`config.mk`:
```
export PLATFORM = sky130hd
export DESIGN_NAME = disk_bad_sector_forwarding
export DESIGN_NICKNAME = d
export VERILOG_FILES = /design/src/hdl/dbsf_pkg.sv /design/src/hdl/dbsf_ram.sv /design/src/hdl/disk_bad_sector_forwarding.sv
export SDC_FILE = /design/constraint.sdc
export NUM_CORES = 2
export LEC_CHECK = 0
export ABC_CLOCK_PERIOD_IN_PS = 10400
export BUFFER_PORTS_ARGS = -buffer_cell sky130_fd_sc_hd__buf_2
export CAP_MARGIN = 10
export CORE_AREA = 2 2 361 363
export DETAILED_ROUTE_END_ITERATION = 7
export DIE_AREA = 0 0 363 365
export GPL_ROUTABILITY_DRIVEN = 0
export PLACE_DENSITY = 0.76
export SLEW_MARGIN = 20
export SYNTH_ARGS = -nofsm -noshare
export SYNTH_HDL_FRONTEND = slang
export SYNTH_SLANG_ARGS = --single-unit
```
`constraint.sdc`:
```
create_clock -name clk -period 10.4 [get_ports clk]
set_input_delay 0.52 -clock clk [delete_from_list [all_inputs] [get_ports clk]]
set_output_delay 0.52 -clock clk [all_outputs]
set_load 0.01 [all_outputs]
```
`src/hdl/dbsf_pkg.sv`:
```
package dbsf_pkg;

  // Item kinds carried on in_tuser
  typedef enum logic [1:0] {
    FN_LOAD  = 2'd0,
    FN_XLATE = 2'd1,
    FN_NEXT  = 2'd2
  } func_t;

  // Result status codes
  typedef enum logic [1:0] {
    ST_DIRECT = 2'd0,
    ST_FWD    = 2'd1,
    ST_RANGE  = 2'd2
  } status_t;

  // Sequencer states
  typedef enum logic [1:0] {
    S_IDLE,
    S_RMW,
    S_SRCH
  } state_t;

  // Field widths fixed by the bus layout
  localparam int DRIVE_W = 3;
  localparam int IDX_W   = 4;
  localparam int BLK_W   = 16;
  localparam int CNT_W   = 8;
  localparam int CYL_W   = 10;
  localparam int TRK_W   = 2;
  localparam int SEC_W   = 5;
  // one table entry in a row: valid, cylinder, track, sector
  localparam int ENT_W   = 1 + CYL_W + TRK_W + SEC_W;
  // slot number wide enough for up to 32 slots
  localparam int SLOT_W  = 5;

  typedef struct packed {
    func_t                func;
    logic [DRIVE_W-1:0]   drive;
    logic [IDX_W-1:0]     idx;
    logic                 valid;
    logic [BLK_W-1:0]     blk;
    logic [CNT_W-1:0]     cnt;
    logic                 is_read;
    logic [CYL_W-1:0]     cyl;
    logic [TRK_W-1:0]     trk;
    logic [SEC_W-1:0]     sec;
  } item_t;

  typedef struct packed {
    status_t              status;
    logic [CYL_W-1:0]     cyl;
    logic [TRK_W-1:0]     trk;
    logic [SEC_W-1:0]     sec;
    logic [IDX_W-1:0]     spare;
  } res_t;

  // Control from the sequencer to the datapath
  typedef struct packed {
    logic accept;
    logic ram_re;
    logic in_rmw;
    logic in_srch;
  } ctrl_t;

endpackage

```
`src/hdl/dbsf_ram.sv`:
```
module dbsf_ram #(
  parameter int WIDTH = 8,
  parameter int DEPTH = 8,
  localparam int AW = (DEPTH > 1) ? $clog2(DEPTH) : 1
) (
  input  logic             clk,
  input  logic             we,
  input  logic [AW-1:0]    waddr,
  input  logic [WIDTH-1:0] wdata,
  input  logic             re,
  input  logic [AW-1:0]    raddr,
  output logic [WIDTH-1:0] rdata
);

  logic [WIDTH-1:0] mem [DEPTH];

  // single write port, registered read that holds between reads
  always_ff @(posedge clk) begin
    if (we) begin
      mem[waddr] <= wdata;
    end
    if (re) begin
      rdata <= mem[raddr];
    end
  end

endmodule

```
`src/hdl/disk_bad_sector_forwarding.sv`:
```
// Order: load, advance, unused kinds and out-of-range translates reach the result
// register from S_RMW after accept; an in-range translate adds the S_SRCH row compare.
// Flow: one item at a time; a new beat is taken in the cycle its result leaves, and a
// stalled receiver holds the input.
// Reset: synchronous active-low; all drive tables read as empty, output channel idle.
// The row memory itself is not cleared: a per-drive written flag masks stale rows.
module disk_bad_sector_forwarding #(
  parameter int DRIVES        = 8,
  parameter int TABLE_ENTRIES = 10,
  parameter int CYLINDERS     = 815,
  parameter int TRACKS        = 3,
  parameter int SECTORS       = 22
) (
  input  logic        clk,
  input  logic        rst_n,
  input  logic        in_tvalid,
  output logic        in_tready,
  // drive[2:0] entry_index[6:3] entry_valid[7] block[23:8] sector_count[31:24]
  // is_read[32] cyl_in[42:33] track_in[44:43] sector_in[49:45], zero above
  input  logic [55:0] in_tdata,
  // func[1:0]
  input  logic [1:0]  in_tuser,
  output logic        out_tvalid,
  input  logic        out_tready,
  // status[1:0] cyl_out[11:2] track_out[13:12] sector_out[18:14]
  // spare_index[22:19], zero above
  output logic [23:0] out_tdata
);

  import dbsf_pkg::*;

  localparam int AW     = (DRIVES > 1) ? $clog2(DRIVES) : 1;
  localparam int ROW_W  = TABLE_ENTRIES * ENT_W;
  localparam int TS     = TRACKS * SECTORS;
  // reciprocal constants: floor(x/D) = (x*M) >> K, exact for 16-bit x
  localparam int KS     = BLK_W + $clog2(SECTORS);
  localparam int KC     = BLK_W + $clog2(TS);
  localparam longint unsigned MS = ((64'd1 << KS) + SECTORS - 1) / SECTORS;
  localparam longint unsigned MC = ((64'd1 << KC) + TS - 1) / TS;
  localparam int PACK_BLOCKS  = CYLINDERS * TRACKS * SECTORS;
  localparam int WRITE_BLOCKS = (CYLINDERS - 1) * TRACKS * SECTORS;

  state_t              state_r, state_nxt;
  ctrl_t               ctl;
  item_t               in_item;
  item_t               item_r;
  logic [BLK_W-1:0]    qs_r, qc_r;
  logic [47:0]         prod_s, prod_c;
  logic [SEC_W-1:0]    s_r, s_nxt;
  logic [3:0]          t_r, t_nxt;
  logic [BLK_W-1:0]    s_full, t_full;
  logic [2**AW-1:0]    row_wr_r;
  logic [AW+DRIVE_W-1:0] in_drv_ext, it_drv_ext;
  logic [AW-1:0]       rd_addr, it_addr;
  logic                drive_ok, idx_ok, oor, search_en;
  logic                ram_we;
  logic [ROW_W-1:0]    ram_rdata, row_cur, row_new;
  logic [BLK_W:0]      run_end;
  logic                out_valid_r, out_valid_nxt;
  res_t                res_r, res_nxt;
  logic                res_load;

  // unpack the input beat
  assign in_item.func    = func_t'(in_tuser);
  assign in_item.drive   = in_tdata[2:0];
  assign in_item.idx     = in_tdata[6:3];
  assign in_item.valid   = in_tdata[7];
  assign in_item.blk     = in_tdata[23:8];
  assign in_item.cnt     = in_tdata[31:24];
  assign in_item.is_read = in_tdata[32];
  assign in_item.cyl     = in_tdata[42:33];
  assign in_item.trk     = in_tdata[44:43];
  assign in_item.sec     = in_tdata[49:45];

  assign in_drv_ext = (AW+DRIVE_W)'(in_item.drive);
  assign rd_addr    = in_drv_ext[AW-1:0];
  assign it_drv_ext = (AW+DRIVE_W)'(item_r.drive);
  assign it_addr    = it_drv_ext[AW-1:0];
  assign drive_ok   = 32'(item_r.drive) < DRIVES;
  assign idx_ok     = 32'(item_r.idx) < TABLE_ENTRIES;

  // next state
  always_comb begin
    state_nxt = state_r;
    unique case (state_r)
      S_IDLE: if (ctl.accept) state_nxt = S_RMW;
      S_RMW: begin
        if (item_r.func == FN_XLATE && !oor) state_nxt = S_SRCH;
        else state_nxt = S_IDLE;
      end
      S_SRCH: state_nxt = S_IDLE;
      default: state_nxt = S_IDLE;
    endcase
  end

  // sequencer outputs
  always_comb begin
    ctl = '0;
    unique case (state_r)
      S_IDLE: begin
        in_tready  = !out_valid_r || out_tready;
        ctl.accept = in_tvalid && in_tready;
        ctl.ram_re = ctl.accept;
      end
      S_RMW: begin
        in_tready  = 1'b0;
        ctl.in_rmw = 1'b1;
      end
      S_SRCH: begin
        in_tready   = 1'b0;
        ctl.in_srch = 1'b1;
      end
      default: in_tready = 1'b0;
    endcase
  end

  // one row per drive: all table entries side by side
  dbsf_ram #(
    .WIDTH(ROW_W),
    .DEPTH(DRIVES)
  ) u_rows (
    .clk  (clk),
    .we   (ram_we),
    .waddr(it_addr),
    .wdata(row_new),
    .re   (ctl.ram_re),
    .raddr(rd_addr),
    .rdata(ram_rdata)
  );

  // quotients by sectors and by sectors per cylinder, taken at accept
  assign prod_s = 48'(in_item.blk) * 48'(MS);
  assign prod_c = 48'(in_item.blk) * 48'(MC);

  // remainders: sector and track
  assign s_full = item_r.blk - BLK_W'(32'(qs_r) * SECTORS);
  assign t_full = qs_r - BLK_W'(32'(qc_r) * TRACKS);
  assign s_nxt  = s_full[SEC_W-1:0];
  assign t_nxt  = t_full[3:0];

  // range check of the run
  assign run_end = (BLK_W+1)'(item_r.blk) + (BLK_W+1)'(item_r.cnt);
  always_comb begin
    if (item_r.is_read) oor = 32'(run_end) > PACK_BLOCKS;
    else oor = 32'(run_end) > WRITE_BLOCKS;
  end

  // read-modify-write of one entry for a load
  assign row_cur = row_wr_r[it_addr] ? ram_rdata : '0;
  assign ram_we  = ctl.in_rmw && item_r.func == FN_LOAD && drive_ok && idx_ok;
  always_comb begin
    row_new = row_cur;
    for (int i = 0; i < TABLE_ENTRIES; i++) begin
      if (32'(item_r.idx) == i) begin
        row_new[i*ENT_W +: ENT_W] = {item_r.valid, item_r.cyl, item_r.trk, item_r.sec};
      end
    end
  end

  assign search_en = drive_ok && row_wr_r[it_addr];

  // result for each kind
  always_comb begin
    logic [SEC_W:0]   sec_inc;
    logic [TRK_W:0]   trk_inc;
    logic [ENT_W-1:0] ent;
    logic             alive, found;
    logic [SLOT_W-1:0] hit;
    res_nxt  = '0;
    res_load = 1'b0;
    sec_inc  = (SEC_W+1)'(item_r.sec) + 1'b1;
    trk_inc  = (TRK_W+1)'(item_r.trk) + 1'b1;
    alive    = 1'b1;
    found    = 1'b0;
    hit      = '0;
    ent      = '0;
    if (ctl.in_rmw) begin
      case (item_r.func)
        FN_NEXT: begin
          res_load = 1'b1;
          res_nxt.cyl = item_r.cyl;
          res_nxt.trk = item_r.trk;
          res_nxt.sec = sec_inc[SEC_W-1:0];
          if (32'(sec_inc) >= SECTORS) begin
            res_nxt.sec = '0;
            res_nxt.trk = trk_inc[TRK_W-1:0];
            if (32'(trk_inc) >= TRACKS) begin
              res_nxt.trk = '0;
              res_nxt.cyl = item_r.cyl + 1'b1;
            end
          end
        end
        FN_XLATE: begin
          // in-range runs go on to the table search
          if (oor) begin
            res_load = 1'b1;
            res_nxt.status = ST_RANGE;
          end
        end
        default: res_load = 1'b1;
      endcase
    end else if (ctl.in_srch) begin
      res_load = 1'b1;
      // walk the row in slot order, stop at the first match or the first empty slot
      for (int i = 0; i < TABLE_ENTRIES; i++) begin
        ent = ram_rdata[i*ENT_W +: ENT_W];
        if (alive && !found) begin
          if (!(ent[ENT_W-1] && search_en)) begin
            alive = 1'b0;
          end else if (ent[ENT_W-2 -: CYL_W] == qc_r[CYL_W-1:0] &&
                       ent[TRK_W+SEC_W-1:0] == {t_r[TRK_W-1:0], s_r}) begin
            found = 1'b1;
            hit   = SLOT_W'(i);
          end
        end
      end
      if (found) begin
        res_nxt.status = ST_FWD;
        res_nxt.cyl    = CYL_W'(CYLINDERS - 1);
        res_nxt.sec    = hit;
        res_nxt.spare  = hit[IDX_W-1:0];
      end else begin
        res_nxt.cyl = qc_r[CYL_W-1:0];
        res_nxt.trk = t_r[TRK_W-1:0];
        res_nxt.sec = s_r;
      end
    end
  end

  assign out_valid_nxt = res_load ? 1'b1 : (out_valid_r && !out_tready);

  // control registers
  always_ff @(posedge clk) begin
    if (!rst_n) begin
      state_r     <= S_IDLE;
      out_valid_r <= 1'b0;
      row_wr_r    <= '0;
    end else begin
      state_r     <= state_nxt;
      out_valid_r <= out_valid_nxt;
      if (ram_we) row_wr_r[it_addr] <= 1'b1;
    end
  end

  // payload registers
  always_ff @(posedge clk) begin
    if (ctl.accept) begin
      item_r <= in_item;
      qs_r   <= prod_s[KS +: BLK_W];
      qc_r   <= prod_c[KC +: BLK_W];
    end
    if (ctl.in_rmw) begin
      s_r <= s_nxt;
      t_r <= t_nxt;
    end
    if (res_load) res_r <= res_nxt;
  end

  // pack the result beat
  assign out_tvalid = out_valid_r;
  assign out_tdata  = {1'b0, res_r.spare, res_r.sec, res_r.trk, res_r.cyl, res_r.status};

endmodule

```
==> summary.md <==
| Metric | Value |
|---|---|
| Reported max-cap violation count | `0` |
| Post-Route Utilization | `66.2%` |
| Signed area change from the synthesized netlist to the final layout | `11.0%` |
| Total track usage | `28.4%` |
| Vertical die dimension | `365 microns` |
| Net count reported at finish | `4967` |
| IR drop worst, VDD | `0.000326 V` |
| Most frequent cells in the layout | `1716 x sky130_fd_sc_hd__edfxtp_1, 388 x sky130_fd_sc_hd__nand2_1, 360 x sky130_fd_sc_hd__mux4_2` |
| Vias after detailed routing | `40600` |
| Register bit count reported by yosys | `1727` |
| Proportion of synthesized area in mux cells | `13.3%` |
| Post-synthesis compound-gate area fraction | `2.63%` |
| Clock latency of the later-clocked register in the worst-skew pair | `0.81 ns` |
| Commonest non-fill, non-tap cell in the layout | `sky130_fd_sc_hd__edfxtp_1` |
| Syn_nets | `4772` |
| Maximum root-to-sink buffer count | `3` |
| Most used flip-flop cell after synthesis | `sky130_fd_sc_hd__edfxtp_1` |
| Async S/R FF share, synth | `0%` |
| Number of inserted filler cells in the final layout | `8184` |
| Final sum of negative setup slack | `0 ns` |
| Leftover overflow at the end of global routing | `0` |
| Via-to-Cell Ratio | `6.43` |
| Average instance area after synthesis | `17.8 sq um` |
| Min Hold Slack | `0.0700 ns` |
| Global-route wire length before repair | `271000 microns` |
| Sink Count | `1727` |
| Number of distinct library cells after synthesis | `75` |
| Number of warnings issued by yosys | `0` |
| Final critical path time including I/O delays and setup | `5.90 ns` |
| CTS tree | `yes` |
| Reported leakage power | `29.5 nW` |
| Power density of the placed cells | `209 nW/um^2` |
| Floorplan Core Area | `129000 sq um` |
| Root buffer cell | `sky130_fd_sc_hd__clkbuf_16` |
| Avg WL per Cell | `29.2 microns` |
| Port buffer count | `80` |
| Number of global-route vias before repair | `41600` |
| Area share of the leading cell type in the synthesized netlist | `67.1%` |
| Fraction of the mapped netlist area in adder cells | `8.12%` |
| Worst slew margin | `16.3%` |
| Remaining DRCs | `0` |
| Endpoints failing hold | `0` |
| Total power after layout | `17.8 mW` |
| Initial Utilization | `59.6%` |
| I/O pin count | `88` |
| Crit. End Element | `register` |
| Post-synthesis cell type with the largest combined area | `sky130_fd_sc_hd__edfxtp_1` |
| Number of iterations in the first detailed-routing pass | `5` |
| Initial antenna violation count | `2` |
| Register area share after synthesis | `67.4%` |
| Number of buffers created by CTS | `169` |
| Required time at the endpoint of the critical path | `10.95 ns` |
| Cell types occupying the most area after synthesis | `sky130_fd_sc_hd__edfxtp_1 67%, sky130_fd_sc_hd__mux4_2 11%, sky130_fd_sc_hd__fa_1 4.3%` |
| Pin count of the biggest net entering global routing | `133` |
| # diodes | `0` |
| Largest family of logic cells by synthesized area | `multiplexers` |
| Startpoint-to-endpoint class of the critical path | `input pin to register` |
| Post-synth EDFFs | `1716` |
| HP Class | `input pin to register` |
| Clk slew on worst S/H paths | `0.06 ns` |
| Overall die area | `132000 sq um` |
| Worst slew pin tran | `1.25 ns` |
| Worst-path fanout max | `13` |
| Crit path launch type | `input pin` |
| Largest clock skew in the final design | `0.0384 ns` |
| Post-cts resize count | `0` |
| XOR/XNOR share of the synthesized area | `2.60%` |
| Die Span X | `363 microns` |
| Area fraction in and, or, nand and nor cells after synthesis | `3.47%` |
| Initial DRC count | `5416` |
| Gate Count Post-Synth | `4310` |
| Slew Limit Fails | `0` |
| Antenna-violating nets left | `0` |
| Status | `finished, final reports clean` |
| Site row count | `132` |
| Post-synth design cell area | `76700 sq um` |
| Maximum level of the CTS H-tree | `4` |
| Total wire length after detailed routing | `185000 microns` |
| Data arrival, critical path | `6.45 ns` |
| Count of final setup violators | `0` |
| RSZ-0062 raised after global routing | `no` |
| Share of final-layout standard cells stronger than drive strength 1 | `21.3%` |
| Achievable Freq | `170 MHz` |
| Final period util | `56.7%` |
| DP Wirelength | `102000 microns` |
flip-flops by register name, indices dropped and copies added (netlist names):
name          flops
row_wr_r          8
u_rows.mem     1440
qc_r             10
out_tvalid        1
state_r           2
qs_r              4
u_rows.rdata    180
it_addr           3
s_r               5
t_r               2
item_r           49
out_tdata        23
worst paths after layout:
check	start	depth (start not counted)	endpoint	slack [ns]
max reg2reg	qc_r[2]	11	out_tdata[12]	5.41
min reg2reg	row_wr_r[1]	1	row_wr_r[1]	0.47
max	in_tdata[18]	20	qc_r[9]	4.50
min	out_tready	4	out_tvalid	0.07
cell usage after synthesis (22+ instances only):
cell type,count
sky130_fd_sc_hd__nor3_1,24
sky130_fd_sc_hd__inv_1,286
sky130_fd_sc_hd__mux2_2,180
sky130_fd_sc_hd__xor2_1,113
sky130_fd_sc_hd__nor4_1,23
sky130_fd_sc_hd__ha_1,237
sky130_fd_sc_hd__fa_1,163
sky130_fd_sc_hd__nand3_1,39
sky130_fd_sc_hd__a21o_1,22
sky130_fd_sc_hd__o21ai_0,196
sky130_fd_sc_hd__a21oi_1,26
sky130_fd_sc_hd__mux4_2,360
sky130_fd_sc_hd__xnor2_1,115
sky130_fd_sc_hd__buf_1,45
sky130_fd_sc_hd__edfxtp_1,1716
sky130_fd_sc_hd__nor2_1,42
sky130_fd_sc_hd__clkbuf_1,124
sky130_fd_sc_hd__nand2_1,388
sky130_fd_sc_hd__nand4_1,24
routing by layer:
metal	part of all wire, %	GRT usage, %	vias to the layer above	routed length (microns)
met5	0	0	-	0
met4	4.1	11.3	0	7520
met3	10	5.14	392	18900
met2	48	45.9	2372	88900
met1	38	38.8	20900	69300
li1	-	-	16900	-
timing repair:
| action | in CTS | in global routing |
|---|---|---|
| hold endpoints to repair | 34 | 0 |
| buffers inserted | 0 | 0 |
| hold buffers | 34 | 0 |
worst max-delay path, cell delays in order:
cell,delay (ns)
sky130_fd_sc_hd__buf_2,0.25
sky130_fd_sc_hd__fa_1,0.86
sky130_fd_sc_hd__fa_1,0.52
sky130_fd_sc_hd__fa_1,0.53
sky130_fd_sc_hd__inv_1,0.07
sky130_fd_sc_hd__fa_1,0.50
sky130_fd_sc_hd__fa_1,0.44
sky130_fd_sc_hd__fa_1,0.50
sky130_fd_sc_hd__inv_1,0.05
sky130_fd_sc_hd__ha_1,0.26
sky130_fd_sc_hd__and3_1,0.15
sky130_fd_sc_hd__a211oi_1,0.05
sky130_fd_sc_hd__a211oi_1,0.26
sky130_fd_sc_hd__a41oi_1,0.15
sky130_fd_sc_hd__a211oi_1,0.49
sky130_fd_sc_hd__nor2_1,0.10
sky130_fd_sc_hd__a211o_1,0.30
sky130_fd_sc_hd__o21bai_1,0.21
sky130_fd_sc_hd__a21oi_1,0.11
sky130_fd_sc_hd__xnor2_1,0.12
power by group:
part / internal, mW / switching (mW)
Combinational: 1.57 / 2.25
Sequential: 7.83 / 0.107
Clock: 3.39 / 2.63
through the flow:
stage | cells | setup WS (ns) | cell area [sq um]
5_1_grt | 6319 | 4.17 | 85200
4_1_cts | 6318 | 4.50 | 85200
2_1_floorplan | 4310 | 1.22 | 76700
3_5_place_dp | 5974 | 3.67 | 79400
6_report | 6319 | 4.50 | 85200
3_3_place_gp | 5974 | 3.75 | 79400
logic make-up after synthesis:
| kind of cell | after synthesis |
|---|---|
| buffers and inverters | 475 |
| adder cells (fa/ha/maj) | 400 |
| AO/OA/AOI/OAI | 330 |
| flip-flops | 1727 |
| AND/OR/NAND/NOR | 601 |
| XOR/XNOR | 228 |
| multiplexers | 548 |
| other | 1 |
layout make-up:
cell class	count	area, sq um	area share [%]
clock inverter	98	1030	1.21
sequential	1727	51700	60.7
tap	1675	2100	2.46
inverter	286	1070	1.26
timing repair buffer	213	1580	1.86
clock buffer	212	4410	5.18
multi-input combinational	2108	23300	27.3
(Power assumes the default switching activity.)
